### src/rtl/core/bmcd_pkg.sv
// ----------------------------------------------------------------------------
// bmcd_pkg
// Shared types, constants and helpers of the block mode color downsampler.
// ----------------------------------------------------------------------------
`default_nettype none

package bmcd_pkg;

  localparam int MAX_SIDE      = 8;
  localparam int TABLE_ENTRIES = 64;

  localparam int CHAN_W    = 8;
  localparam int COLOR_W   = 3 * CHAN_W;
  localparam int CFG_W     = 4;
  localparam int CFG_IDX_W = 1;
  localparam int SIDE_W    = $clog2(MAX_SIDE + 1);
  localparam int SIZE_W    = $clog2(MAX_SIDE * MAX_SIDE + 1);
  localparam int COUNT_W   = SIZE_W;

  localparam logic [CFG_IDX_W-1:0] REG_BLOCK_WIDTH  = 1'd0;
  localparam logic [CFG_IDX_W-1:0] REG_BLOCK_HEIGHT = 1'd1;

  typedef logic [COLOR_W-1:0] color_t;
  typedef logic [COUNT_W-1:0] count_t;
  typedef logic [SIDE_W-1:0]  side_t;
  typedef logic [SIZE_W-1:0]  size_t;

  // One pixel request travelling down the cell chain.
  typedef struct packed {
    logic   valid;
    logic   last;   // closes its block
    logic   done;   // some cell has already counted it
    color_t color;
    count_t count;  // count of its color once done
  } token_t;

  // Zero acts as one, anything above MAX_SIDE saturates.
  function automatic side_t side_of(logic [CFG_W-1:0] value);
    side_t side;
    if (value == '0) begin
      side = side_t'(1);
    end else if (int'(value) > MAX_SIDE) begin
      side = side_t'(MAX_SIDE);
    end else begin
      side = side_t'(value);
    end
    return side;
  endfunction

endpackage

`default_nettype wire

### src/rtl/core/bmcd_cell.sv
// ----------------------------------------------------------------------------
// bmcd_cell
// One table entry of the color histogram and one stage of the pixel chain.
// ----------------------------------------------------------------------------
`default_nettype none

module bmcd_cell
  import bmcd_pkg::*;
(
  input  wire logic   clk,
  input  wire logic   rst,
  input  wire logic   adv,
  input  wire token_t tok_in,
  output token_t      tok_out
);

  logic   used;
  color_t color;
  count_t count;
  logic   hit;
  logic   claim;
  token_t tok_next;

  assign hit   = tok_in.valid && !tok_in.done && used && (color == tok_in.color);
  assign claim = tok_in.valid && !tok_in.done && !used;

  always_comb begin
    tok_next = tok_in;
    if (hit) begin
      tok_next.done  = 1'b1;
      tok_next.count = count + count_t'(1);
    end else if (claim) begin
      tok_next.done  = 1'b1;
      tok_next.count = count_t'(1);
    end
  end

  // Drop the entry once the closing pixel of the block has passed.
  always_ff @(posedge clk) begin
    if (rst) begin
      used <= 1'b0;
    end else if (adv && tok_in.valid) begin
      used <= tok_in.last ? 1'b0 : (used | claim);
    end
  end

  always_ff @(posedge clk) begin
    if (adv) begin
      if (claim) begin
        color <= tok_in.color;
        count <= count_t'(1);
      end else if (hit) begin
        count <= count + count_t'(1);
      end
    end
  end

  // Hand the request to the next cell; hold it while the chain is stalled.
  always_ff @(posedge clk) begin
    if (rst) begin
      tok_out <= '0;
    end else if (adv) begin
      tok_out <= tok_next;
    end
  end

endmodule

`default_nettype wire

### config.mk
export PLATFORM = sky130hd
export DESIGN_NAME = bmcd_cell
export DESIGN_NICKNAME = d
export VERILOG_FILES = /design/src/rtl/core/bmcd_pkg.sv /design/src/rtl/core/bmcd_cell.sv
export SDC_FILE = /design/constraint.sdc
export NUM_CORES = 1
export LEC_CHECK = 0
export ABC_CLOCK_PERIOD_IN_PS = 6500
export BUFFER_PORTS_ARGS = -buffer_cell sky130_fd_sc_hd__buf_2
export CORE_ASPECT_RATIO = 0.5
export CORE_MARGIN = 3
export CORE_UTILIZATION = 45
export CTS_CLUSTER_SIZE = 20
export DETAILED_ROUTE_END_ITERATION = 6
export PLACE_DENSITY = 0.8
export SLEW_MARGIN = 20
export SYNTH_ARGS = -nofsm -noshare
export SYNTH_HDL_FRONTEND = slang
export SYNTH_SLANG_ARGS = --single-unit
### constraint.sdc
create_clock -name clk -period 6.5 [get_ports clk]
set_clock_uncertainty 0.2 [all_clocks]
set_input_delay 0.325 -clock clk [delete_from_list [all_inputs] [get_ports clk]]
set_output_delay 0.325 -clock clk [all_outputs]
set_load 0.005 [all_outputs]
==> impl_metrics.env, run 1 <==
export IMPL_peakVddDrop_uv=128
export IMPL_n_fill_cell=462
export IMPL_path_class="input pin to register"
export IMPL_final_nets=339
export IMPL_cts_tree="done"
export IMPL_r2r_cells=5
export IMPL_first_global_vias=1991
export IMPL_synth_area_mm2=0.00279
export IMPL_cts_hold_buf=0
export IMPL_wirelength_mm=5.82
export IMPL_slew_headroom=0.324
export IMPL_core_area_mm2=0.00573
export IMPL_grt_max_degree=44
export IMPL_grt_util_met3=0.0734
export IMPL_stdcell_count=390
export IMPL_antenna_cells=0
export IMPL_die_w_um=117
export IMPL_wl_per_cell_um=14.9
export IMPL_synthCells=228
export IMPL_dp_cells=374
export IMPL_status="finished, final reports clean"
export IMPL_post_cts_setup_buffers=0
export IMPL_drive_above_1_share=0.317
export IMPL_cts_sinks=66
export IMPL_final_cell_mix="buf_2, nor2_1, dfxtp_1"
export IMPL_drcViolationCount=0
export IMPL_end_kind="register"
export IMPL_maxSlewViolCount=0
export IMPL_cts_resized=0
export IMPL_synth_distinct_cells=40
export IMPL_cts_made_buffers=9
export IMPL_hold_violations=0
export IMPL_setup_viol=0
export IMPL_async_flop_share=0
export IMPL_hold_path_depth=1
export IMPL_globalRouteMet1Util=0.190
export IMPL_areaGrowthSynthToFinish_pct=25.5
export IMPL_grt_pass1_wl_mm=9.37
export IMPL_synthFlopType="dfxtp_1"
export IMPL_drtAntennaViolNets=0
export IMPL_synth_edff_count=31
export IMPL_dp_hpwl_mm=4.11
export IMPL_tightest_slew_ns=1.01
export IMPL_rsz0062_at_grt="no"
export IMPL_period_minus_slack_ns=2.57
export IMPL_port_buffers=70
export IMPL_p_per_area_mw_per_mm2=292
export IMPL_io_pins=71
export IMPL_crit_path_end="color[12]"
export IMPL_grt_overflow=0
export IMPL_cts_root_buf="clkbuf_16"
export IMPL_clock_path_buffers=2
export IMPL_r2r_slack_ns=4.00
export IMPL_final_common_cell="buf_2"
export IMPL_dieArea_mm2=0.00724
export IMPL_initial_core_util=0.487
export IMPL_startpoint="adv"
export IMPL_max_freq_mhz=389
export IMPL_std_cell_rows=19
export IMPL_htreeDepth=3
export IMPL_vias=1968
export IMPL_ys_warn_count=0
export IMPL_reg2reg_to="count[4]"
export IMPL_cp_slowest_cell="buf_2"
export IMPL_die_y_um=61.7
export IMPL_yosysSeqAreaShare=0.585
export IMPL_antenna_found_initial=0
export IMPL_worstPathArrival_ns=2.32
export IMPL_syn_nets=266
export IMPL_first_pass_iters=4
export IMPL_drt_iter0_drc=119
export IMPL_insertion_delay_ns=0.33
export IMPL_tns_ns=0
export IMPL_drv_cap=0
export IMPL_p_leak_nw=1.50
export IMPL_cp_start_kind="input pin"
export IMPL_grt_total_usage=0.167
export IMPL_place_congestion=0.800
export IMPL_syn_avg_cell_area_um2=12.2
export IMPL_grt_use_met2=0.298
export IMPL_crit_chain="buf_2 -> clkinv_1 -> nor2_4"
export IMPL_viasPerCell=5.05
export IMPL_worstHoldPathType="input pin to register"
export IMPL_ys_ff_latch=66
export IMPL_clk_pin_slew_ns=0.06
export IMPL_crit_path_max_fanout=43
export IMPL_required_ns=6.25
export IMPL_cpPeakStageDelay_ns=0.74
export IMPL_post_route_period_util=0.395
export IMPL_busiest_layer="met2"
export IMPL_reg2reg_from="color[22]"
-- flip-flops by register name, indices dropped and copies added, names as in the netlist --
| register | cells |
|---|---|
| count | 7 |
| color | 24 |
| tok_out | 34 |
| used | 1 |
-- cells in the mapped netlist (2+ instances only) --
library cell,count,area [um^2]
mux2i_1,25,250
clkbuf_1,3,11.3
a21oi_1,7,35.0
dfxtp_1,35,701
and3_1,3,18.8
inv_1,2,7.51
xor2_1,25,219
a211oi_1,3,22.5
xnor2_1,4,35.0
nand3_1,4,20.0
nor4_1,2,12.5
nor3_1,3,15.0
buf_2,3,15.0
nor2_1,36,135
nor4_4,3,63.8
nand2_1,10,37.5
o21ai_0,6,30.0
a41oi_1,2,17.5
edfxtp_1,31,931
-- area by class of cell --
type | count | area, um^2 | area share
flip-flops and latches | 66 | 1630 | 0.466
inverters | 3 | 11.3 | 0.00322
repair buffers | 70 | 350 | 0.100
clock inverters | 7 | 68.8 | 0.0197
multi-input cells | 151 | 1110 | 0.317
clock buffers | 9 | 225 | 0.0643
well taps | 84 | 105 | 0.0300
-- where the power goes --
part | internal, W | switching [W] | leakage, nW
combinational | 0.0000387 | 0.0000498 | 0.781
sequential | 0.000455 | 0.00000936 | 0.574
clock | 0.000295 | 0.000173 | 0.142
-- stage by stage --
step | utilization | hold WS (ns) | cell area, um^2 | power, W | setup slack [ns]
6_report | 0.611 | 0.0158 | 3500 | 0.00102 | 3.93
5_1_grt | 0.611 | 0.00140 | 3500 | 0.00107 | 3.77
4_1_cts | 0.610 | 0.00714 | 3500 | 0.00103 | 3.56
3_5_place_dp | 0.559 | 0.274 | 3200 | 0.000562 | 3.25
3_3_place_gp | 0.559 | 0.260 | 3200 | 0.000557 | 3.42
2_1_floorplan | - | 0.224 | 2790 | 0.000523 | 4.07
-- per-layer routing --
metal | routed length [um] | vias up | part of all wire
met5 | 0 | - | 0
met2 | 3000 | 54 | 0.52
met4 | 59 | 0 | 0.010
met3 | 326 | 10 | 0.056
met1 | 2430 | 944 | 0.42
li1 | - | 960 | -
-- how the worst min path moves through the flow --
stage	start	to	slack, ns
2_1_floorplan	tok_in[7]	color[0]	0.22
3_3_place_gp	tok_out[33]	tok_out[33]	0.26
3_5_place_dp	tok_out[33]	tok_out[33]	0.27
4_1_cts	tok_in[20]	color[13]	0.007
5_1_grt	tok_in[28]	color[21]	0.001
6_report	tok_in[28]	color[21]	0.02
-- logic make-up after synthesis --
group | count (synthesis) | synth area share
compound gates | 25 | 0.0637
xor+xnor | 29 | 0.0911
fa+ha+maj | 1 | 0.00449
buf+inv | 11 | 0.0202
flops | 66 | 0.585
mux | 25 | 0.0897
simple gates | 71 | 0.146
-- critical path: cells and delay by family --
| family | cells | cell delay (ns) |
|---|---|---|
| and+or+nand+nor | 1 | 0.69 |
| buffers and inverters | 2 | 1.28 |
Note: power is estimated with default switching activity, not from simulation.
==> run 2, diff against run 1 <==
--- a/config.mk
+++ b/config.mk
@@ -5,14 +5,14 @@
 export SDC_FILE = /design/constraint.sdc
 export NUM_CORES = 1
 export LEC_CHECK = 0
-export ABC_CLOCK_PERIOD_IN_PS = 6500
+export ABC_CLOCK_PERIOD_IN_PS = 2100
 export BUFFER_PORTS_ARGS = -buffer_cell sky130_fd_sc_hd__buf_2
 export CORE_ASPECT_RATIO = 0.5
 export CORE_MARGIN = 3
 export CORE_UTILIZATION = 45
 export CTS_CLUSTER_SIZE = 20
 export DETAILED_ROUTE_END_ITERATION = 6
-export PLACE_DENSITY = 0.8
+export PLACE_DENSITY = 0.83
 export SLEW_MARGIN = 20
 export SYNTH_ARGS = -nofsm -noshare
 export SYNTH_HDL_FRONTEND = slang
==> constraint.sdc (replaced) <==
create_clock -name clk -period 2.1 [get_ports clk]
set_clock_uncertainty 0.2 [all_clocks]
set_input_delay 0.105 -clock clk [delete_from_list [all_inputs] [get_ports clk]]
set_output_delay 0.105 -clock clk [all_outputs]
set_load 0.005 [all_outputs]
==> run 2 against run 1 <==
Against the previous run: the run now ends with negative setup slack left; combinational power grew to 4.2 times the previous value; clock power grew to 2.8 times the previous value; non-clock buffer count grew 47; global-route usage grew 5.5 points.
==> impl_metrics.env, run 2 (synthesis gave the netlist of run 1 again) <==
export IMPL_drt_iter0_drc=215
export IMPL_required_ns=1.93
export IMPL_vias=2319
export IMPL_drtAntennaViolNets=0
export IMPL_clkPwrFrac=0.419
export IMPL_insertion_delay_ns=0.32
export IMPL_cts_tree="done"
export IMPL_dp_cells=383
export IMPL_wl_per_cell_um=18.3
export IMPL_io_pins=71
export IMPL_crit_path_max_fanout=7
export IMPL_die_w_um=117
export IMPL_max_freq_mhz=471
export IMPL_final_nets=386
export IMPL_p_leak_nw=1.71
export IMPL_clk_pin_slew_ns=0.05
export IMPL_hold_ws_ns=0.0765
export IMPL_grt_pass1_wl_mm=12.2
export IMPL_drv_cap=0
export IMPL_core_area_mm2=0.00573
export IMPL_p_per_area_mw_per_mm2=787
export IMPL_dp_hpwl_mm=4.45
export IMPL_worstPathArrival_ns=1.96
export IMPL_areaGrowthSynthToFinish_pct=42.3
export IMPL_dieArea_mm2=0.00724
export IMPL_pwr_share_comb=0.119
export IMPL_port_buffers=70
export IMPL_rsz0062_at_grt="yes"
export IMPL_antenna_cells=0
export IMPL_cp_start_kind="input pin"
export IMPL_htreeDepth=3
export IMPL_first_global_vias=2325
export IMPL_hold_violations=0
export IMPL_cts_made_buffers=9
export IMPL_grt_max_degree=29
export IMPL_viasPerCell=5.31
export IMPL_violations="negative setup slack"
export IMPL_p_int_w=0.00241
export IMPL_swShare=0.230
export IMPL_peakVddDrop_uv=598
export IMPL_cts_root_buf="clkbuf_16"
export IMPL_antenna_found_initial=0
export IMPL_place_congestion=0.785
export IMPL_end_kind="register"
export IMPL_drive_above_1_share=0.309
export IMPL_slew_headroom=0.680
export IMPL_final_cell_mix="buf_2, nor2_1, dlygate4sd3_1, dfxtp_1, edfxtp_1"
export IMPL_period_minus_slack_ns=2.13
export IMPL_grt_total_usage=0.222
export IMPL_drcViolationCount=0
export IMPL_final_common_cell="buf_2"
export IMPL_status="complete, but fails checks"
export IMPL_seqPwrFrac=0.462
export IMPL_clock_path_buffers=2
export IMPL_total_power_w=0.00312
export IMPL_stdcell_count=437
export IMPL_path_class="input pin to register"
export IMPL_tightest_slew_ns=0.478
export IMPL_setup_viol=9
export IMPL_first_pass_iters=4
export IMPL_top_register="tok_out"
export IMPL_post_route_period_util=1.01
export IMPL_largest_reg_flops=34
export IMPL_wirelength_mm=8.01
export IMPL_std_cell_rows=19
export IMPL_maxSlewViolCount=0
export IMPL_top_regs="tok_out (34), color (24), count (7)"
export IMPL_grt_overflow=0
export IMPL_cts_sinks=66
export IMPL_initial_core_util=0.487
export IMPL_p_switching_w=0.000717
export IMPL_worstHoldPathType="input pin to register"
export IMPL_layout_setup_ws_ns=-0.0252
export IMPL_die_y_um=61.7
==> run 2: through the flow <==
| stage | instance area [um^2] | worst slack [ns] | TNS (ns) | util |
|---|---|---|---|---|
| final | 3970 | -0.0252 | -0.177 | 0.693 |
| after global routing | 3970 | -0.0997 | -0.801 | 0.693 |
| after CTS | 3930 | 0.00302 | 0 | 0.685 |
| after detailed placement | 3290 | -0.0890 | -0.669 | 0.573 |
| after global placement | 3290 | 0.0646 | 0 | 0.573 |
| after floorplan | 2800 | 0.0574 | 0 | - |
==> run 2: metal layers <==
layer	vias up	track usage	part of all wire
met5	-	0	0
met4	0	0.0785	0.019
met3	18	0.0716	0.055
met2	88	0.418	0.54
met1	1154	0.250	0.39
li1	1059	-	-
==> run 2: critical path, stage by stage <==
cell and delay, ns:
dlygate4sd3_1 0.55, buf_2 0.15, xor2_1 0.18, nor4_4 0.28
and4_4 0.31, nand3_4 0.08, a21oi_2 0.14, buf_6 0.15
==> run 2: cell type report <==
cell class	instances	area [um^2]
fillers	349	1760
flip-flops and latches	66	1630
multi-input cells	151	1150
repair buffers	117	807
clock buffers	12	246
well taps	84	105
clock inverters	4	17.5
inverters	3	11.3
==> run 2: timing repair <==
item,4_1_cts,5_1_grt
setup buffers,1,2
setup endpoints to repair,8,12
hold buffers,35,0
gates resized for setup,3,3
pin swaps,3,4
endpoints found under the hold margin,58,0
==> run 2: worst paths after layout <==
check / cells past startpoint / from / slack, ns / endpoint
setup / recovery: 8 / tok_in[19] / -0.03 / count[5]
hold / removal: 4 / tok_in[1] / 0.08 / tok_out[1]
setup reg to reg: 6 / color[9] / -0.02 / count[5]
hold reg to reg: 1 / tok_out[0] / 0.29 / tok_out[0]
==> run 2: power groups by stage <==
stage                     Clock, W  Sequential, W  Combinational [W]
after CTS                  0.00131        0.00144           0.000347
final                      0.00131        0.00144           0.000372
after global routing       0.00139        0.00145           0.000399
after detailed placement         0        0.00146           0.000289
after floorplan                  0        0.00147           0.000154
after global placement           0        0.00146           0.000277
==> run 3, diff against run 2 <==
--- a/config.mk
+++ b/config.mk
@@ -5,6 +5,7 @@
 export SDC_FILE = /design/constraint.sdc
 export NUM_CORES = 1
 export LEC_CHECK = 0
+export ABC_AREA = 1
 export ABC_CLOCK_PERIOD_IN_PS = 2100
 export BUFFER_PORTS_ARGS = -buffer_cell sky130_fd_sc_hd__buf_2
 export CORE_ASPECT_RATIO = 0.5
@@ -13,6 +14,7 @@
 export CTS_CLUSTER_SIZE = 20
 export DETAILED_ROUTE_END_ITERATION = 6
 export PLACE_DENSITY = 0.83
+export RECOVER_POWER = 100
 export SLEW_MARGIN = 20
 export SYNTH_ARGS = -nofsm -noshare
 export SYNTH_HDL_FRONTEND = slang
==> constraint.sdc (replaced) <==
create_clock -name clk -period 2.1 [get_ports clk]
set_clock_uncertainty 0.2 [all_clocks]
set_input_delay 0.42 -clock clk [delete_from_list [all_inputs] [get_ports clk]]
set_output_delay 0.42 -clock clk [all_outputs]
set_load 0.005 [all_outputs]
==> run 3 against run 2 <==
Against the previous run: the flow now finishes without violations; routed wire length decreased by 15%; clock power is 7% higher; synthesized cell count rose by 52%; largest cell class unchanged.
==> impl_metrics.env, run 3 <==
export IMPL_final_common_cell="nand2_1"
export IMPL_synth_edff_count=31
export IMPL_cts_hold_buf=0
export IMPL_drcViolationCount=0
export IMPL_setup_viol=0
export IMPL_dp_hpwl_mm=4.60
export IMPL_place_congestion=0.821
export IMPL_ys_warn_count=0
export IMPL_end_kind="register"
export IMPL_yosysSeqAreaShare=0.556
export IMPL_wirelength_mm=6.80
export IMPL_antenna_found_initial=0
export IMPL_async_flop_share=0
export IMPL_slew_headroom=0.546
export IMPL_path_class="register to register"
export IMPL_synthCells=347
export IMPL_synth_top_cells_by_count="nand2_1, nor2_1, inv_1, dfxtp_1, edfxtp_1"
export IMPL_first_pass_iters=5
export IMPL_synth_area_mm2=0.00293
export IMPL_drtAntennaViolNets=0
export IMPL_rsz0062_at_grt="no"
export IMPL_largest_reg_flops=34
export IMPL_antenna_cells=0
export IMPL_grt_max_degree=33
export IMPL_post_route_period_util=0.931
export IMPL_die_y_um=63.1
export IMPL_synthFlopType="dfxtp_1"
export IMPL_cts_made_buffers=9
export IMPL_p_per_area_mw_per_mm2=853
export IMPL_final_nets=466
export IMPL_wl_per_cell_um=13.0
export IMPL_syn_avg_cell_area_um2=8.46
export IMPL_cp_start_kind="register"
export IMPL_insertion_delay_ns=0.33
export IMPL_hold_violations=0
export IMPL_core_area_mm2=0.00618
export IMPL_ys_ff_latch=66
export IMPL_final_cell_mix="nand2_1, clkbuf_1, nor2_1"
export IMPL_crit_path_max_fanout=7
export IMPL_cts_tree="done"
export IMPL_status="finished, final reports clean"
export IMPL_drv_cap=0
export IMPL_port_buffers=70
export IMPL_io_pins=71
export IMPL_grt_pass1_wl_mm=11.5
export IMPL_vias=2571
export IMPL_dieArea_mm2=0.00758
export IMPL_grt_overflow=0
export IMPL_worstPathArrival_ns=1.76
export IMPL_dp_slack_ns=0.0267
export IMPL_cts_sinks=66
export IMPL_tns_ns=0
export IMPL_drt_iter0_drc=159
export IMPL_dp_cells=505
export IMPL_synthTopCellsByArea="edfxtp_1, dfxtp_1, nand2_1, nor2_1, inv_1"
export IMPL_die_w_um=120
export IMPL_top_regs="tok_out (34), color (24), count (7)"
export IMPL_top_register="tok_out"
export IMPL_worstHoldPathType="input pin to register"
export IMPL_viasPerCell=4.93
export IMPL_peakVddDrop_uv=366
export IMPL_syn_nets=385
export IMPL_initial_core_util=0.475
export IMPL_grt_total_usage=0.193
export IMPL_areaGrowthSynthToFinish_pct=25.1
export IMPL_std_cell_rows=20
export IMPL_maxSlewViolCount=0
export IMPL_post_route_util=0.594
export IMPL_stdcell_count=521
export IMPL_netlist_top_cell_by_area="edfxtp_1"
export IMPL_p_leak_nw=1.68
export IMPL_tightest_slew_ns=0.681
export IMPL_clk_pin_slew_ns=0.05
export IMPL_max_freq_mhz=511
export IMPL_yosysMostFrequentCell="nand2_1"
export IMPL_synth_top_area_share=0.317
export IMPL_cts_resized=0
export IMPL_clock_path_buffers=2
export IMPL_layout_setup_ws_ns=0.145
export IMPL_synth_distinct_cells=27
export IMPL_cts_root_buf="clkbuf_16"
export IMPL_drive_above_1_share=0.162
export IMPL_htreeDepth=3
export IMPL_required_ns=1.90
export IMPL_first_global_vias=2545
export IMPL_period_minus_slack_ns=1.96
export IMPL_post_cts_setup_buffers=0
[run 3: changes by cell type after synthesis, moves of 9 or more]
| cell | before | now |
|---|---|---|
| inv_1 | 2 | 37 |
| mux2i_1 | 25 | 0 |
| a211oi_1 | 3 | 16 |
| xor2_1 | 25 | 5 |
| nand4_1 | 0 | 9 |
| nand2_1 | 10 | 106 |
| a21oi_1 | 7 | 17 |
[run 3: cell families after synthesis]
kind of cell / Yosys count / synth area share
AO/OA/AOI/OAI: 37 / 0.0802
XOR/XNOR: 8 / 0.0239
adder cells (fa/ha/maj): 1 / 0.00426
buffers and inverters: 58 / 0.0755
flip-flops: 66 / 0.556
AND/OR/NAND/NOR: 177 / 0.260
[run 3: routing by layer]
metal	routed length, um	global-route usage	vias to the layer above
met2	3330	0.325	83
met5	0	0	-
met4	108	0.0699	0
met3	333	0.0691	11
li1	-	-	1285
met1	3030	0.229	1192
[run 3: power by group]
group          internal, W  switching, W
combinational     0.000109      0.000173
clock             0.000908      0.000496
sequential         0.00141     0.0000322
[run 3: per-stage QoR]
step | instance area (um^2) | total power, W | hold slack, ns
after floorplan | 2940 | 0.00162 | 0.257
final | 3670 | 0.00313 | 0.112
after detailed placement | 3460 | 0.00176 | 0.252
after global placement | 3460 | 0.00175 | 0.248
after global routing | 3670 | 0.00327 | 0.108
after CTS | 3740 | 0.00317 | 0.0884
[run 3: final cells by class]
type	count	area, um^2
Fill cell	539	2510
Multi-Input combinational cell	223	1090
Timing Repair Buffer	81	385
Sequential cell	66	1630
Clock buffer	12	236
Clock inverter	4	42.5
Inverter	47	176
Tap cell	88	110
[run 3: worst paths after layout]
path                            cells past startpoint  slack [ns]        start     endpoint
worst max-delay path                                9        0.14     color[2]     count[0]
worst min-delay path                                2        0.11   tok_in[32]         used
worst max register to register                      9        0.14     color[2]     count[0]
worst min register to register                      2        0.26  tok_out[27]  tok_out[27]
[run 3: worst max-delay path, stage by stage, from the launching register on]
cell	delay (ns)
edfxtp_1	0.40
nand2_1	0.08
nand2_1	0.06
nor2_1	0.16
nand3_2	0.14
nor2_8	0.14
nand3_4	0.07
nand2_1	0.06
nand2_1	0.07
inv_1	0.25
